`config.mk`:
```
export PLATFORM = sky130hd
export DESIGN_NAME = fuzzy_pd_temperature_controller_unit_flat
export DESIGN_NICKNAME = d
export VERILOG_FILES = /design/src/hdl/fpdc_pkg.sv /design/src/hdl/fpdc_if.sv /design/src/hdl/fpdc_div.sv /design/src/hdl/fuzzy_pd_temperature_controller_unit.sv /design/src/flat_wrapper.sv
export SDC_FILE = /design/constraint.sdc
export NUM_CORES = 2
export LEC_CHECK = 0
export ABC_AREA = 1
export BUFFER_PORTS_ARGS = -buffer_cell sky130_fd_sc_hd__buf_2
export CORE_MARGIN = 4
export CORE_UTILIZATION = 44
export DETAILED_ROUTE_END_ITERATION = 16
export PLACE_DENSITY = 0.6
export SLEW_MARGIN = 15
export SYNTH_ARGS = -nofsm -noshare
export SYNTH_HDL_FRONTEND = slang
export SYNTH_SLANG_ARGS = --single-unit
```
`constraint.sdc`:
```
create_clock -name clk -period 28.4 [get_ports clk]
set_clock_uncertainty 0.2 [all_clocks]
set_input_delay 8.52 -clock clk [delete_from_list [all_inputs] [get_ports clk]]
set_output_delay 8.52 -clock clk [all_outputs]
set_load 0.02 [all_outputs]
```
`src/hdl/fpdc_pkg.sv`:
```
// ----------------------------------------------------------------------------
// fpdc_pkg
// Shared types, constants and tables of the fuzzy PD temperature controller:
// register indexes, clamp codes, rule base and the exp(-x) lookup table.
// ----------------------------------------------------------------------------
package fpdc_pkg;

    // Configuration register indexes
    localparam logic [2:0] REG_ERROR_GAIN     = 3'd0;
    localparam logic [2:0] REG_CHANGE_GAIN    = 3'd1;
    localparam logic [2:0] REG_OUTPUT_GAIN    = 3'd2;
    localparam logic [2:0] REG_INVERSE_SPREAD = 3'd3;
    localparam logic [2:0] REG_CENTER_STEP    = 3'd4;
    localparam logic [2:0] REG_DRIVE_LIMIT    = 3'd5;

    localparam int CFG_INDEX_W = 3;
    localparam int CFG_DATA_W  = 16;

    // Register reset values
    localparam logic [15:0] RST_ERROR_GAIN     = 16'd4369;
    localparam logic [15:0] RST_CHANGE_GAIN    = 16'd4369;
    localparam logic [9:0]  RST_OUTPUT_GAIN    = 10'd250;
    localparam logic [15:0] RST_INVERSE_SPREAD = 16'd16384;
    localparam logic [13:0] RST_CENTER_STEP    = 14'd8192;
    localparam logic [15:0] RST_DRIVE_LIMIT    = 16'd20480;

    // Clamp status codes
    localparam logic [1:0] CLAMP_NONE  = 2'd0;
    localparam logic [1:0] CLAMP_ZERO  = 2'd1;
    localparam logic [1:0] CLAMP_LIMIT = 2'd2;

    // Fuzzy sets and rules
    localparam int SET_COUNT  = 5;
    localparam int RULE_COUNT = 16;
    localparam int SET_W      = 3;
    localparam int RULE_W     = 4;

    typedef logic [SET_W-1:0] set_idx_t;
    typedef set_idx_t rule_sets_t [RULE_COUNT];

    // Zero-based set of each rule: error, change of error, output
    localparam rule_sets_t RULE_E  = '{3'd3, 3'd1, 3'd2, 3'd3, 3'd4, 3'd3, 3'd2, 3'd1,
                                       3'd0, 3'd4, 3'd3, 3'd2, 3'd1, 3'd4, 3'd3, 3'd2};
    localparam rule_sets_t RULE_CE = '{3'd0, 3'd1, 3'd1, 3'd1, 3'd2, 3'd2, 3'd2, 3'd2,
                                       3'd2, 3'd3, 3'd3, 3'd3, 3'd3, 3'd4, 3'd4, 3'd4};
    localparam rule_sets_t RULE_Z  = '{3'd0, 3'd1, 3'd1, 3'd1, 3'd4, 3'd3, 3'd2, 3'd1,
                                       3'd0, 3'd4, 3'd3, 3'd3, 3'd3, 3'd4, 3'd4, 3'd3};

    // Shared multiplier and divider widths
    localparam int MUL_A_W = 26;
    localparam int MUL_B_W = 23;
    localparam int PROD_W  = MUL_A_W + MUL_B_W;
    localparam int NUM_W   = 36;
    localparam int DEN_W   = 20;
    localparam int QUO_W   = 16;

    // exp(-16 i / depth) table, Q1.15
    localparam int EXP_TABLE_DEPTH = 256;
    localparam int EXP_IDX_W       = $clog2(EXP_TABLE_DEPTH);

    typedef logic [15:0] exp_table_t [EXP_TABLE_DEPTH];

    // Long division for the table build, one quotient bit per step
    function automatic longint unsigned const_udiv(input longint unsigned n,
                                                   input longint unsigned d);
        longint unsigned q;
        longint unsigned rem;
        q   = 64'd0;
        rem = 64'd0;
        for (int b = 63; b >= 0; b--)
        begin
            rem = {rem[62:0], n[b]};
            if (rem >= d)
            begin
                rem  = rem - d;
                q[b] = 1'b1;
            end
        end
        return q;
    endfunction

    // Build the table from a truncated Taylor series of the step ratio
    function automatic exp_table_t build_exp_table();
        longint unsigned t;
        longint unsigned pos;
        longint unsigned neg;
        longint unsigned r;
        longint unsigned v;
        exp_table_t      tab;
        t   = 64'd1 << 32;
        pos = t;
        neg = 64'd0;
        for (int k = 1; k <= 14; k++)
        begin
            t = const_udiv(t * 64'd16, 64'(EXP_TABLE_DEPTH) * 64'(k));
            if ((k % 2) == 1)
                neg = neg + t;
            else
                pos = pos + t;
        end
        r = pos - neg;
        v = 64'd1 << 32;
        for (int i = 0; i < EXP_TABLE_DEPTH; i++)
        begin
            if (i > 0)
                v = (v * r + (64'd1 << 31)) >> 32;
            tab[i] = 16'((v + 64'd65536) >> 17);
        end
        return tab;
    endfunction

    localparam exp_table_t EXP_TABLE = build_exp_table();

endpackage

```
`src/hdl/fpdc_if.sv`:
```
// ----------------------------------------------------------------------------
// fpdc_if
// Valid/ready channels of the controller: sample input and drive result.
// ----------------------------------------------------------------------------
interface fpdc_in_if;
    logic        valid;
    logic        ready;
    logic [15:0] reference;
    logic [15:0] measured;
    logic        restart;

    modport source (output valid, output reference, output measured, output restart,
                    input ready);
    modport sink   (input valid, input reference, input measured, input restart,
                    output ready);
endinterface

interface fpdc_out_if;
    logic               valid;
    logic               ready;
    logic [15:0]        drive;
    logic signed [15:0] fuzzy_output;
    logic               no_weight;
    logic [1:0]         clamped;

    modport source (output valid, output drive, output fuzzy_output, output no_weight,
                    output clamped, input ready);
    modport sink   (input valid, input drive, input fuzzy_output, input no_weight,
                    input clamped, output ready);
endinterface

```
`src/hdl/fpdc_div.sv`:
```
// ----------------------------------------------------------------------------
// fpdc_div
// Restoring divider, one quotient bit per cycle. The caller guarantees the
// quotient fits in QUO_W bits, so the top numerator bits start the remainder.
// ----------------------------------------------------------------------------
module fpdc_div
(
    input  logic                           clk,
    input  logic                           rst_n,
    input  logic                           start,
    input  logic [fpdc_pkg::NUM_W-1:0]     num,
    input  logic [fpdc_pkg::DEN_W-1:0]     den,
    output logic                           done,
    output logic [fpdc_pkg::QUO_W-1:0]     quo
);

    logic                          run_reg;
    logic                          done_reg;
    logic [3:0]                    cnt_reg;
    logic [fpdc_pkg::DEN_W-1:0]    rem_reg;
    logic [fpdc_pkg::QUO_W-1:0]    quo_reg;
    logic [fpdc_pkg::DEN_W:0]      trial;
    logic                          fits;

    // Bring down the next numerator bit and try the subtract
    assign trial = {rem_reg, quo_reg[fpdc_pkg::QUO_W-1]};
    assign fits  = trial >= {1'b0, den};

    // Sequence control
    always_ff @(posedge clk or negedge rst_n)
    begin
        if (!rst_n)
        begin
            run_reg  <= 1'b0;
            done_reg <= 1'b0;
            cnt_reg  <= '0;
        end
        else
        begin
            done_reg <= run_reg && (cnt_reg == 4'd15);
            if (start)
            begin
                run_reg <= 1'b1;
                cnt_reg <= '0;
            end
            else if (run_reg)
            begin
                cnt_reg <= cnt_reg + 4'd1;
                if (cnt_reg == 4'd15)
                    run_reg <= 1'b0;
            end
        end
    end

    // Remainder and quotient shift
    always_ff @(posedge clk)
    begin
        if (start)
        begin
            rem_reg <= num[fpdc_pkg::NUM_W-1 -: fpdc_pkg::DEN_W];
            quo_reg <= num[fpdc_pkg::QUO_W-1:0];
        end
        else if (run_reg)
        begin
            rem_reg <= fits ? fpdc_pkg::DEN_W'(trial - {1'b0, den})
                            : trial[fpdc_pkg::DEN_W-1:0];
            quo_reg <= {quo_reg[fpdc_pkg::QUO_W-2:0], fits};
        end
    end

    assign done = done_reg;
    assign quo  = quo_reg;

endmodule

```
`src/hdl/fuzzy_pd_temperature_controller_unit.sv`:
```
// ----------------------------------------------------------------------------
// fuzzy_pd_temperature_controller_unit
// Fuzzy PD temperature controller with Gaussian sets, min rule firing and
// weighted-average defuzzification, built around one shared multiplier.
// ----------------------------------------------------------------------------
// Usage:
//   in_ch carries a reference and a measured temperature (Q8.8) and a restart
//   flag; one beat is one sample. out_ch returns one beat per sample with the
//   clamped drive, the raw fuzzy output, a zero-weight flag and clamp status.
//   Registers are written through cfg_wr_en / cfg_index / cfg_wr_data while
//   the block is idle; an unknown index is ignored.
// Sequence:
//   A sample runs through the gain scaling, ten membership degrees (each
//   through the shared multiplier and the exp table), the rules, the
//   weighted sum, the divider and the sign and output scaling. With zero
//   rule weight the divider is skipped. in_ch.ready is high only when the
//   sequencer is idle, so one sample is in work at a time.
//   A finished result waits in the output register while the next sample is
//   taken; if the receiver still stalls when that sample finishes, the
//   sequencer holds until the register is free.
// Reset:
//   Registers return to their defaults, the previous error is forgotten and
//   the first sample after reset uses a zero change of error.
// ----------------------------------------------------------------------------
module fuzzy_pd_temperature_controller_unit
(
    input  logic                                clk,
    input  logic                                rst_n,
    fpdc_in_if.sink                             in_ch,
    fpdc_out_if.source                          out_ch,
    input  logic                                cfg_wr_en,
    input  logic [fpdc_pkg::CFG_INDEX_W-1:0]    cfg_index,
    input  logic [fpdc_pkg::CFG_DATA_W-1:0]     cfg_wr_data
);

    localparam int PW = fpdc_pkg::PROD_W;
    localparam int AW = fpdc_pkg::MUL_A_W;
    localparam int BW = fpdc_pkg::MUL_B_W;

    // Sequencer states
    localparam logic [3:0] S_IDLE = 4'd0;
    localparam logic [3:0] S_ME   = 4'd1;
    localparam logic [3:0] S_MC   = 4'd2;
    localparam logic [3:0] S_RC   = 4'd3;
    localparam logic [3:0] S_D1   = 4'd4;
    localparam logic [3:0] S_D2   = 4'd5;
    localparam logic [3:0] S_D3   = 4'd6;
    localparam logic [3:0] S_RULE = 4'd7;
    localparam logic [3:0] S_MW   = 4'd8;
    localparam logic [3:0] S_DIVI = 4'd9;
    localparam logic [3:0] S_DIV  = 4'd10;
    localparam logic [3:0] S_FO   = 4'd11;
    localparam logic [3:0] S_PM   = 4'd12;
    localparam logic [3:0] S_DRV  = 4'd13;

    logic [3:0]                   state_reg;
    logic [3:0]                   state_next;

    // Configuration
    logic [15:0]                  error_gain_reg;
    logic [15:0]                  change_gain_reg;
    logic [9:0]                   output_gain_reg;
    logic [15:0]                  inverse_spread_reg;
    logic [13:0]                  center_step_reg;
    logic [15:0]                  drive_limit_reg;

    // Sample state
    logic signed [16:0]           prev_err_reg;
    logic                         have_prev_reg;
    logic signed [16:0]           e_reg;
    logic signed [17:0]           ce_reg;
    logic signed [16:0]           e_in;
    logic signed [17:0]           ce_in;

    // Shared multiplier
    logic signed [AW-1:0]         mul_a;
    logic signed [BW-1:0]         mul_b;
    logic signed [PW-1:0]         mul_p;
    logic signed [PW-1:0]         prod_reg;

    // Fuzzification
    logic signed [24:0]           xe_reg;
    logic signed [24:0]           xce_reg;
    logic [fpdc_pkg::SET_W-1:0]   set_reg;
    logic                         side_reg;
    logic                         far_reg;
    logic [15:0]                  mu_e_reg [fpdc_pkg::SET_COUNT];
    logic [15:0]                  mu_ce_reg [fpdc_pkg::SET_COUNT];
    logic signed [24:0]           x_sel;
    logic signed [15:0]           centre;
    logic signed [25:0]           diff;
    logic [25:0]                  dmag;
    logic [27:0]                  d12;
    logic [15:0]                  mu;

    // Rules
    logic [fpdc_pkg::RULE_W-1:0]  rule_reg;
    logic [19:0]                  sphi_reg;
    logic signed [21:0]           w_reg;
    logic [15:0]                  phi_e;
    logic [15:0]                  phi_ce;
    logic [15:0]                  phi;
    logic signed [21:0]           w_term;

    // Defuzzification
    logic                         neg_reg;
    logic                         nw_reg;
    logic signed [15:0]           fo_reg;
    logic [PW-1:0]                pmag;
    logic                         div_start;
    logic                         div_done;
    logic [fpdc_pkg::QUO_W-1:0]   div_quo;
    logic [fpdc_pkg::NUM_W-1:0]   div_num;
    logic [24:0]                  drive_full;
    logic                         out_free;

    // Output register
    logic                         out_valid_reg;
    logic [15:0]                  drive_reg;
    logic signed [15:0]           fo_out_reg;
    logic                         nw_out_reg;
    logic [1:0]                   clamped_reg;

    // Round a gain product to Q.14, half away from zero
    function automatic logic signed [24:0] round_gain(input logic signed [PW-1:0] p);
        logic [PW-1:0] m;
        logic [PW-1:0] r;
        m = p[PW-1] ? PW'(-p) : PW'(p);
        r = (m + PW'(512)) >> 10;
        return p[PW-1] ? 25'(-$signed(r[24:0])) : $signed(r[24:0]);
    endfunction

    // Set centre (k - 2) * step
    function automatic logic signed [15:0] centre_of(input logic [fpdc_pkg::SET_W-1:0] k,
                                                     input logic [13:0] step);
        logic signed [15:0] one;
        logic signed [15:0] two;
        logic signed [15:0] c;
        one = $signed({2'b00, step});
        two = $signed({1'b0, step, 1'b0});
        case (k)
            3'd0:    c = -two;
            3'd1:    c = -one;
            3'd3:    c = one;
            3'd4:    c = two;
            default: c = 16'sd0;
        endcase
        return c;
    endfunction

    // Input handshake and error terms
    assign in_ch.ready = (state_reg == S_IDLE);
    assign e_in  = $signed({1'b0, in_ch.reference}) - $signed({1'b0, in_ch.measured});
    assign ce_in = (!in_ch.restart && have_prev_reg) ? 18'(e_in) - 18'(prev_err_reg)
                                                     : 18'sd0;

    // Configuration writes
    always_ff @(posedge clk or negedge rst_n)
    begin
        if (!rst_n)
        begin
            error_gain_reg     <= fpdc_pkg::RST_ERROR_GAIN;
            change_gain_reg    <= fpdc_pkg::RST_CHANGE_GAIN;
            output_gain_reg    <= fpdc_pkg::RST_OUTPUT_GAIN;
            inverse_spread_reg <= fpdc_pkg::RST_INVERSE_SPREAD;
            center_step_reg    <= fpdc_pkg::RST_CENTER_STEP;
            drive_limit_reg    <= fpdc_pkg::RST_DRIVE_LIMIT;
        end
        else if (cfg_wr_en)
        begin
            unique case (cfg_index)
                fpdc_pkg::REG_ERROR_GAIN:     error_gain_reg     <= cfg_wr_data;
                fpdc_pkg::REG_CHANGE_GAIN:    change_gain_reg    <= cfg_wr_data;
                fpdc_pkg::REG_OUTPUT_GAIN:    output_gain_reg    <= cfg_wr_data[9:0];
                fpdc_pkg::REG_INVERSE_SPREAD: inverse_spread_reg <= cfg_wr_data;
                fpdc_pkg::REG_CENTER_STEP:    center_step_reg    <= cfg_wr_data[13:0];
                fpdc_pkg::REG_DRIVE_LIMIT:    drive_limit_reg    <= cfg_wr_data;
                default: ;
            endcase
        end
    end

    // Membership distance operands
    assign x_sel  = side_reg ? xce_reg : xe_reg;
    assign centre = centre_of(set_reg, center_step_reg);
    assign diff   = 26'(x_sel) - 26'(centre);
    assign dmag   = diff[25] ? 26'(-diff) : 26'(diff);
    assign d12    = 28'((prod_reg[41:0] + 42'd8192) >> 14);
    assign mu     = far_reg ? 16'd0
                            : fpdc_pkg::EXP_TABLE[prod_reg[27 -: fpdc_pkg::EXP_IDX_W]];

    // Shared multiplier operand select
    always_comb
    begin
        mul_a = '0;
        mul_b = '0;
        unique case (state_reg)
            S_ME:
            begin
                mul_a = AW'(e_reg);
                mul_b = $signed({7'b0, error_gain_reg});
            end
            S_MC:
            begin
                mul_a = AW'(ce_reg);
                mul_b = $signed({7'b0, change_gain_reg});
            end
            S_D1:
            begin
                mul_a = $signed({1'b0, dmag[24:0]});
                mul_b = $signed({7'b0, inverse_spread_reg});
            end
            S_D2:
            begin
                mul_a = $signed({12'b0, d12[13:0]});
                mul_b = $signed({9'b0, d12[13:0]});
            end
            S_MW:
            begin
                mul_a = AW'(w_reg);
                mul_b = $signed({9'b0, center_step_reg});
            end
            S_PM:
            begin
                mul_a = AW'(fo_reg);
                mul_b = $signed({13'b0, output_gain_reg});
            end
            default: ;
        endcase
    end

    assign mul_p = mul_a * mul_b;

    // Rule firing strength and weighted output term
    assign phi_e  = mu_e_reg[fpdc_pkg::RULE_E[rule_reg]];
    assign phi_ce = mu_ce_reg[fpdc_pkg::RULE_CE[rule_reg]];
    assign phi    = (phi_e < phi_ce) ? phi_e : phi_ce;

    always_comb
    begin
        case (fpdc_pkg::RULE_Z[rule_reg])
            3'd0:    w_term = -$signed({5'b0, phi, 1'b0});
            3'd1:    w_term = -$signed({6'b0, phi});
            3'd3:    w_term = $signed({6'b0, phi});
            3'd4:    w_term = $signed({5'b0, phi, 1'b0});
            default: w_term = 22'sd0;
        endcase
    end

    // Divider operands
    assign pmag      = prod_reg[PW-1] ? PW'(-prod_reg) : PW'(prod_reg);
    assign div_num   = pmag[fpdc_pkg::NUM_W-1:0] + fpdc_pkg::NUM_W'(sphi_reg >> 1);
    assign div_start = (state_reg == S_DIVI) && (sphi_reg != 20'd0);

    fpdc_div u_div
    (
        .clk   (clk),
        .rst_n (rst_n),
        .start (div_start),
        .num   (div_num),
        .den   (sphi_reg),
        .done  (div_done),
        .quo   (div_quo)
    );

    assign drive_full = 25'((prod_reg[25:0] + 26'd2) >> 2);
    assign out_free   = !out_valid_reg || out_ch.ready;

    // Sequencer next state
    always_comb
    begin
        state_next = state_reg;
        unique case (state_reg)
            S_IDLE: if (in_ch.valid) state_next = S_ME;
            S_ME:   state_next = S_MC;
            S_MC:   state_next = S_RC;
            S_RC:   state_next = S_D1;
            S_D1:   state_next = S_D2;
            S_D2:   state_next = S_D3;
            S_D3:   state_next = (side_reg && (set_reg == 3'(fpdc_pkg::SET_COUNT - 1)))
                                 ? S_RULE : S_D1;
            S_RULE: if (rule_reg == fpdc_pkg::RULE_W'(fpdc_pkg::RULE_COUNT - 1))
                        state_next = S_MW;
            S_MW:   state_next = S_DIVI;
            S_DIVI: state_next = (sphi_reg == 20'd0) ? S_PM : S_DIV;
            S_DIV:  if (div_done) state_next = S_FO;
            S_FO:   state_next = S_PM;
            S_PM:   state_next = S_DRV;
            S_DRV:  if (out_free) state_next = S_IDLE;
            default: state_next = S_IDLE;
        endcase
    end

    // Control state
    always_ff @(posedge clk or negedge rst_n)
    begin
        if (!rst_n)
        begin
            state_reg     <= S_IDLE;
            have_prev_reg <= 1'b0;
            prev_err_reg  <= '0;
            out_valid_reg <= 1'b0;
        end
        else
        begin
            state_reg <= state_next;
            if (in_ch.valid && in_ch.ready)
            begin
                prev_err_reg  <= e_in;
                have_prev_reg <= 1'b1;
            end
            if ((state_reg == S_DRV) && out_free)
                out_valid_reg <= 1'b1;
            else if (out_ch.ready)
                out_valid_reg <= 1'b0;
        end
    end

    // Datapath registers
    always_ff @(posedge clk)
    begin
        unique case (state_reg)
            S_IDLE:
            begin
                e_reg  <= e_in;
                ce_reg <= ce_in;
            end
            S_ME, S_D1, S_D2, S_MW, S_PM:
            begin
                prod_reg <= mul_p;
            end
            S_MC:
            begin
                prod_reg <= mul_p;
                xe_reg   <= round_gain(prod_reg);
            end
            S_RC:
            begin
                xce_reg  <= round_gain(prod_reg);
                set_reg  <= '0;
                side_reg <= 1'b0;
                rule_reg <= '0;
                sphi_reg <= '0;
                w_reg    <= '0;
            end
            S_D3:
            begin
                if (side_reg)
                    mu_ce_reg[set_reg] <= mu;
                else
                    mu_e_reg[set_reg] <= mu;
                side_reg <= !side_reg;
                if (side_reg)
                    set_reg <= set_reg + 3'd1;
            end
            S_RULE:
            begin
                sphi_reg <= sphi_reg + 20'(phi);
                w_reg    <= w_reg + w_term;
                rule_reg <= rule_reg + fpdc_pkg::RULE_W'(1);
            end
            S_DIVI:
            begin
                neg_reg <= prod_reg[PW-1];
                nw_reg  <= (sphi_reg == 20'd0);
                fo_reg  <= '0;
            end
            S_FO:
            begin
                fo_reg <= neg_reg ? -$signed(div_quo) : $signed(div_quo);
            end
            default: ;
        endcase
        if (state_reg == S_D2)
            far_reg <= |d12[27:14];
    end

    // Drive scaling, clamp and output load
    always_ff @(posedge clk)
    begin
        if ((state_reg == S_DRV) && out_free)
        begin
            fo_out_reg <= fo_reg;
            nw_out_reg <= nw_reg;
            if (prod_reg[PW-1])
            begin
                drive_reg   <= 16'd0;
                clamped_reg <= fpdc_pkg::CLAMP_ZERO;
            end
            else if (drive_full > 25'(drive_limit_reg))
            begin
                drive_reg   <= drive_limit_reg;
                clamped_reg <= fpdc_pkg::CLAMP_LIMIT;
            end
            else
            begin
                drive_reg   <= drive_full[15:0];
                clamped_reg <= fpdc_pkg::CLAMP_NONE;
            end
        end
    end

    assign out_ch.valid        = out_valid_reg;
    assign out_ch.drive        = drive_reg;
    assign out_ch.fuzzy_output = fo_out_reg;
    assign out_ch.no_weight    = nw_out_reg;
    assign out_ch.clamped      = clamped_reg;

endmodule

```
`src/flat_wrapper.sv`:
```
// flat-port wrapper written by rule: the top's interface ports become plain ports
module fuzzy_pd_temperature_controller_unit_flat 
  (clk, rst_n, cfg_wr_en, cfg_index, cfg_wr_data, in_ch_valid, in_ch_reference, in_ch_measured, in_ch_restart, in_ch_ready, out_ch_valid, out_ch_drive, out_ch_fuzzy_output, out_ch_no_weight, out_ch_clamped, out_ch_ready);
  fpdc_in_if in_ch_i ();
  fpdc_out_if out_ch_i ();
  input  logic clk;
  input  logic rst_n;
  input  logic cfg_wr_en;
  input  logic [fpdc_pkg::CFG_INDEX_W-1:0] cfg_index;
  input  logic [fpdc_pkg::CFG_DATA_W-1:0] cfg_wr_data;
  input wire logic [$bits(in_ch_i.valid)-1:0] in_ch_valid;
  input wire logic [$bits(in_ch_i.reference)-1:0] in_ch_reference;
  input wire logic [$bits(in_ch_i.measured)-1:0] in_ch_measured;
  input wire logic [$bits(in_ch_i.restart)-1:0] in_ch_restart;
  output wire logic [$bits(in_ch_i.ready)-1:0] in_ch_ready;
  output wire logic [$bits(out_ch_i.valid)-1:0] out_ch_valid;
  output wire logic [$bits(out_ch_i.drive)-1:0] out_ch_drive;
  output wire logic [$bits(out_ch_i.fuzzy_output)-1:0] out_ch_fuzzy_output;
  output wire logic [$bits(out_ch_i.no_weight)-1:0] out_ch_no_weight;
  output wire logic [$bits(out_ch_i.clamped)-1:0] out_ch_clamped;
  input wire logic [$bits(out_ch_i.ready)-1:0] out_ch_ready;
  assign in_ch_i.valid = in_ch_valid;
  assign in_ch_i.reference = in_ch_reference;
  assign in_ch_i.measured = in_ch_measured;
  assign in_ch_i.restart = in_ch_restart;
  assign in_ch_ready = in_ch_i.ready;
  assign out_ch_valid = out_ch_i.valid;
  assign out_ch_drive = out_ch_i.drive;
  assign out_ch_fuzzy_output = out_ch_i.fuzzy_output;
  assign out_ch_no_weight = out_ch_i.no_weight;
  assign out_ch_clamped = out_ch_i.clamped;
  assign out_ch_i.ready = out_ch_ready;
  fuzzy_pd_temperature_controller_unit u_core (.clk(clk), .rst_n(rst_n), .in_ch(in_ch_i), .out_ch(out_ch_i), .cfg_wr_en(cfg_wr_en), .cfg_index(cfg_index), .cfg_wr_data(cfg_wr_data));
endmodule
```
==> results_dict.tcl <==
set metrics [dict create \
    status "finished clean" \
    cts_buffers 66 \
    syn_nets 7083 \
    rsz0062_at_grt "no" \
    postRouteAntennaNets 0 \
    synth_compound_area_frac 0.130 \
    synth_area_leaders "edfxtp_1 25%, fa_1 16%, nand2_1 9.4%" \
    worst_pin_slew_ns 1.22 \
    dieArea_um2 123000 \
    num_rows 125 \
    crit_slowest_cell "nand3_1" \
    nets 7135 \
    clock_latency_ns 0.65 \
    placement.io_buffers 93 \
    rr_worst_depth 55 \
    cts_max_level 3 \
    fmax_ghz 0.0756 \
    ys_ff_latch 545 \
    fillers 11413 \
    grt-ovfl-total 0 \
    syn_avg_cell_area_um2 8.20 \
    ys_seq_area_frac 0.306 \
    critical_path.startpoint_type "register" \
    postSynth.asyncResetShare 0.215 \
    synthXorXnorAreaFrac 0.0421 \
    syn_inst 6299 \
    drc_errors 0 \
    drt_iter0_markers 4585 \
    cts-root-buf "clkbuf_16" \
    grt_max_degree 70 \
    tns_ns 0 \
    die_w_um 351 \
    synth_edf_count 428 \
    drive_gt1_frac 0.0734 \
    ys_types 78 \
    max_slew_margin 0.178 \
    timing.hold.ws_ns 0.250 \
    hold_viol 0 \
    yosysWarnings 0 \
    cap_violations 0 \
    crit_path_max_fanout 24 \
    synthFlopType "edfxtp_1" \
    hp-start "u_core.have_prev_reg" \
    endpoint_kind "register" \
    yosys.area_share.adder 0.236 \
    synth_area_um2 51600 \
    multiInputGateArea_um2 31000 \
    worstSetupPathType "register to register" \
    cts_buffer_depth 3 \
    post-route-min-period_ns 13.23 \
    grt_pass1_wl_um 268000 \
    min_to "u_core.have_prev_reg" \
    ctsHoldBuffers 0 \
    timing.rr.end "u_core.prod_reg[42]" \
    die_height_um 351 \
    synth_mux_area_frac 0.000194 \
    ff_latch_area_um2 15800 \
    grt_use_total 0.287 \
    whs_path_depth 2 \
    post_cts_buffers 0 \
    viasPerCell 5.60 \
    rr_startpoint "u_core.center_step_reg[2]" \
    wirelength_um 177000 \
    dr.pass1.iters 6 \
    rrSetupSlack_ns 15.17 \
    cp.required_ns 28.56 \
    antenna_found_initial 2 \
    hold_path_class "register to register" \
    clk_pin_slew_ns 0.06 \
    synth_top_family_by_area "adder cells" \
    start_util 0.444 \
    place_hpwl_um 139000 \
    synth_top_area_frac 0.249 \
    yosysMostFrequentCell "nand2_1" \
    cts.sinks 545 \
    grt_pass1_vias 43513 \
    cts_resized 0 \
    avgRoutedWirePerCell_um 22.3 \
    crit_path_frequent_cell "nand2_1" \
    yosys-top-cells-count "1,294 x nand2_1, 1,090 x inv_1, 535 x nor2_1" \
    syn_to_final_growth_pct 8.63 \
    cpPeakStageDelay_ns 0.73 \
    drv_slew 0 \
    setup_viol 0 \
    arrival_ns 13.39 \
    route.vias.total 44368 \
    gp_congestion 0.991 \
    fin_crit_sh 0.466 \
    core-area_um2 116000 \
    tritoncts "built" \
    yosysTopAreaCell "edfxtp_1" \
    synthSimpleGateAreaFrac 0.189 \
    io_pins 94 \
]
==> final cells by class <==
| class | count | share of cell area |
|---|---|---|
| diodes | 3 | 0.000134 |
| clock buffers | 83 | 0.0309 |
| clock inverters | 35 | 0.00647 |
| inverters | 1132 | 0.0758 |
| multi-input cells | 4435 | 0.552 |
| flip-flops and latches | 545 | 0.282 |
| well taps | 1524 | 0.0340 |
| repair buffers | 171 | 0.0188 |
==> stage by stage <==
step | area (µm²) | setup slack, ns | util | std cells
floorplan | 51600 | 16.44 | - | 6299
global placement | 54000 | 15.81 | 0.464 | 7807
detailed placement | 54000 | 15.55 | 0.464 | 7807
CTS | 56100 | 15.49 | 0.482 | 7925
global route | 56100 | 14.15 | 0.482 | 7926
finish | 56100 | 15.17 | 0.482 | 7928
==> cells in the final DEF, fill, tap and decap left out, drive strengths merged, types with 171 or more instances in the layout <==
cell / instances
o21ai: 492
edfxtp: 428
ha: 315
buf: 171
nand2: 1321
nor2: 567
fa: 412
inv: 1131
a21oi: 385
nand3: 211
==> cells by family after synthesis <==
logic type / after synthesis
compound gates: 1179
xor+xnor: 227
fa+ha+maj: 727
buf+inv: 1319
flops: 545
mux: 1
simple gates: 2301
==> how the worst max path moves through the flow <==
stage / from / to / slack, ns / depth (start not counted)
2_1_floorplan: in_ch_reference[0] / u_core.ce_reg[15] / 16.44 / 26
3_5_place_dp: u_core.center_step_reg[2] / u_core.prod_reg[42] / 15.55 / 55
4_1_cts: u_core.center_step_reg[2] / u_core.prod_reg[42] / 15.49 / 55
5_1_grt: u_core.center_step_reg[2] / u_core.prod_reg[42] / 14.15 / 55
6_report: u_core.center_step_reg[2] / u_core.prod_reg[42] / 15.17 / 55
3_3_place_gp: u_core.center_step_reg[2] / u_core.prod_reg[42] / 15.81 / 55
==> worst max-delay path: cells and delay by family (launching register included) <==
kind	cells	cell delay [ns]
XOR/XNOR	1	0.16
AND/OR/NAND/NOR	29	5.39
AO/OA/AOI/OAI	10	2.36
buffers and inverters	7	0.88
flip-flops	1	0.41
adder cells (fa/ha/maj)	8	3.52
==> metal layers <==
metal | up-vias | share of wire | global-route usage
met3 | 383 | 0.090 | 0.0542
met1 | 21364 | 0.42 | 0.389
li1 | 20572 | - | -
met5 | - | 0 | 0
met4 | 0 | 0.048 | 0.119
met2 | 2049 | 0.45 | 0.454
Power is not shown: default switching activity piles up to over one toggle a cycle in this logic, so the estimate is an artifact.
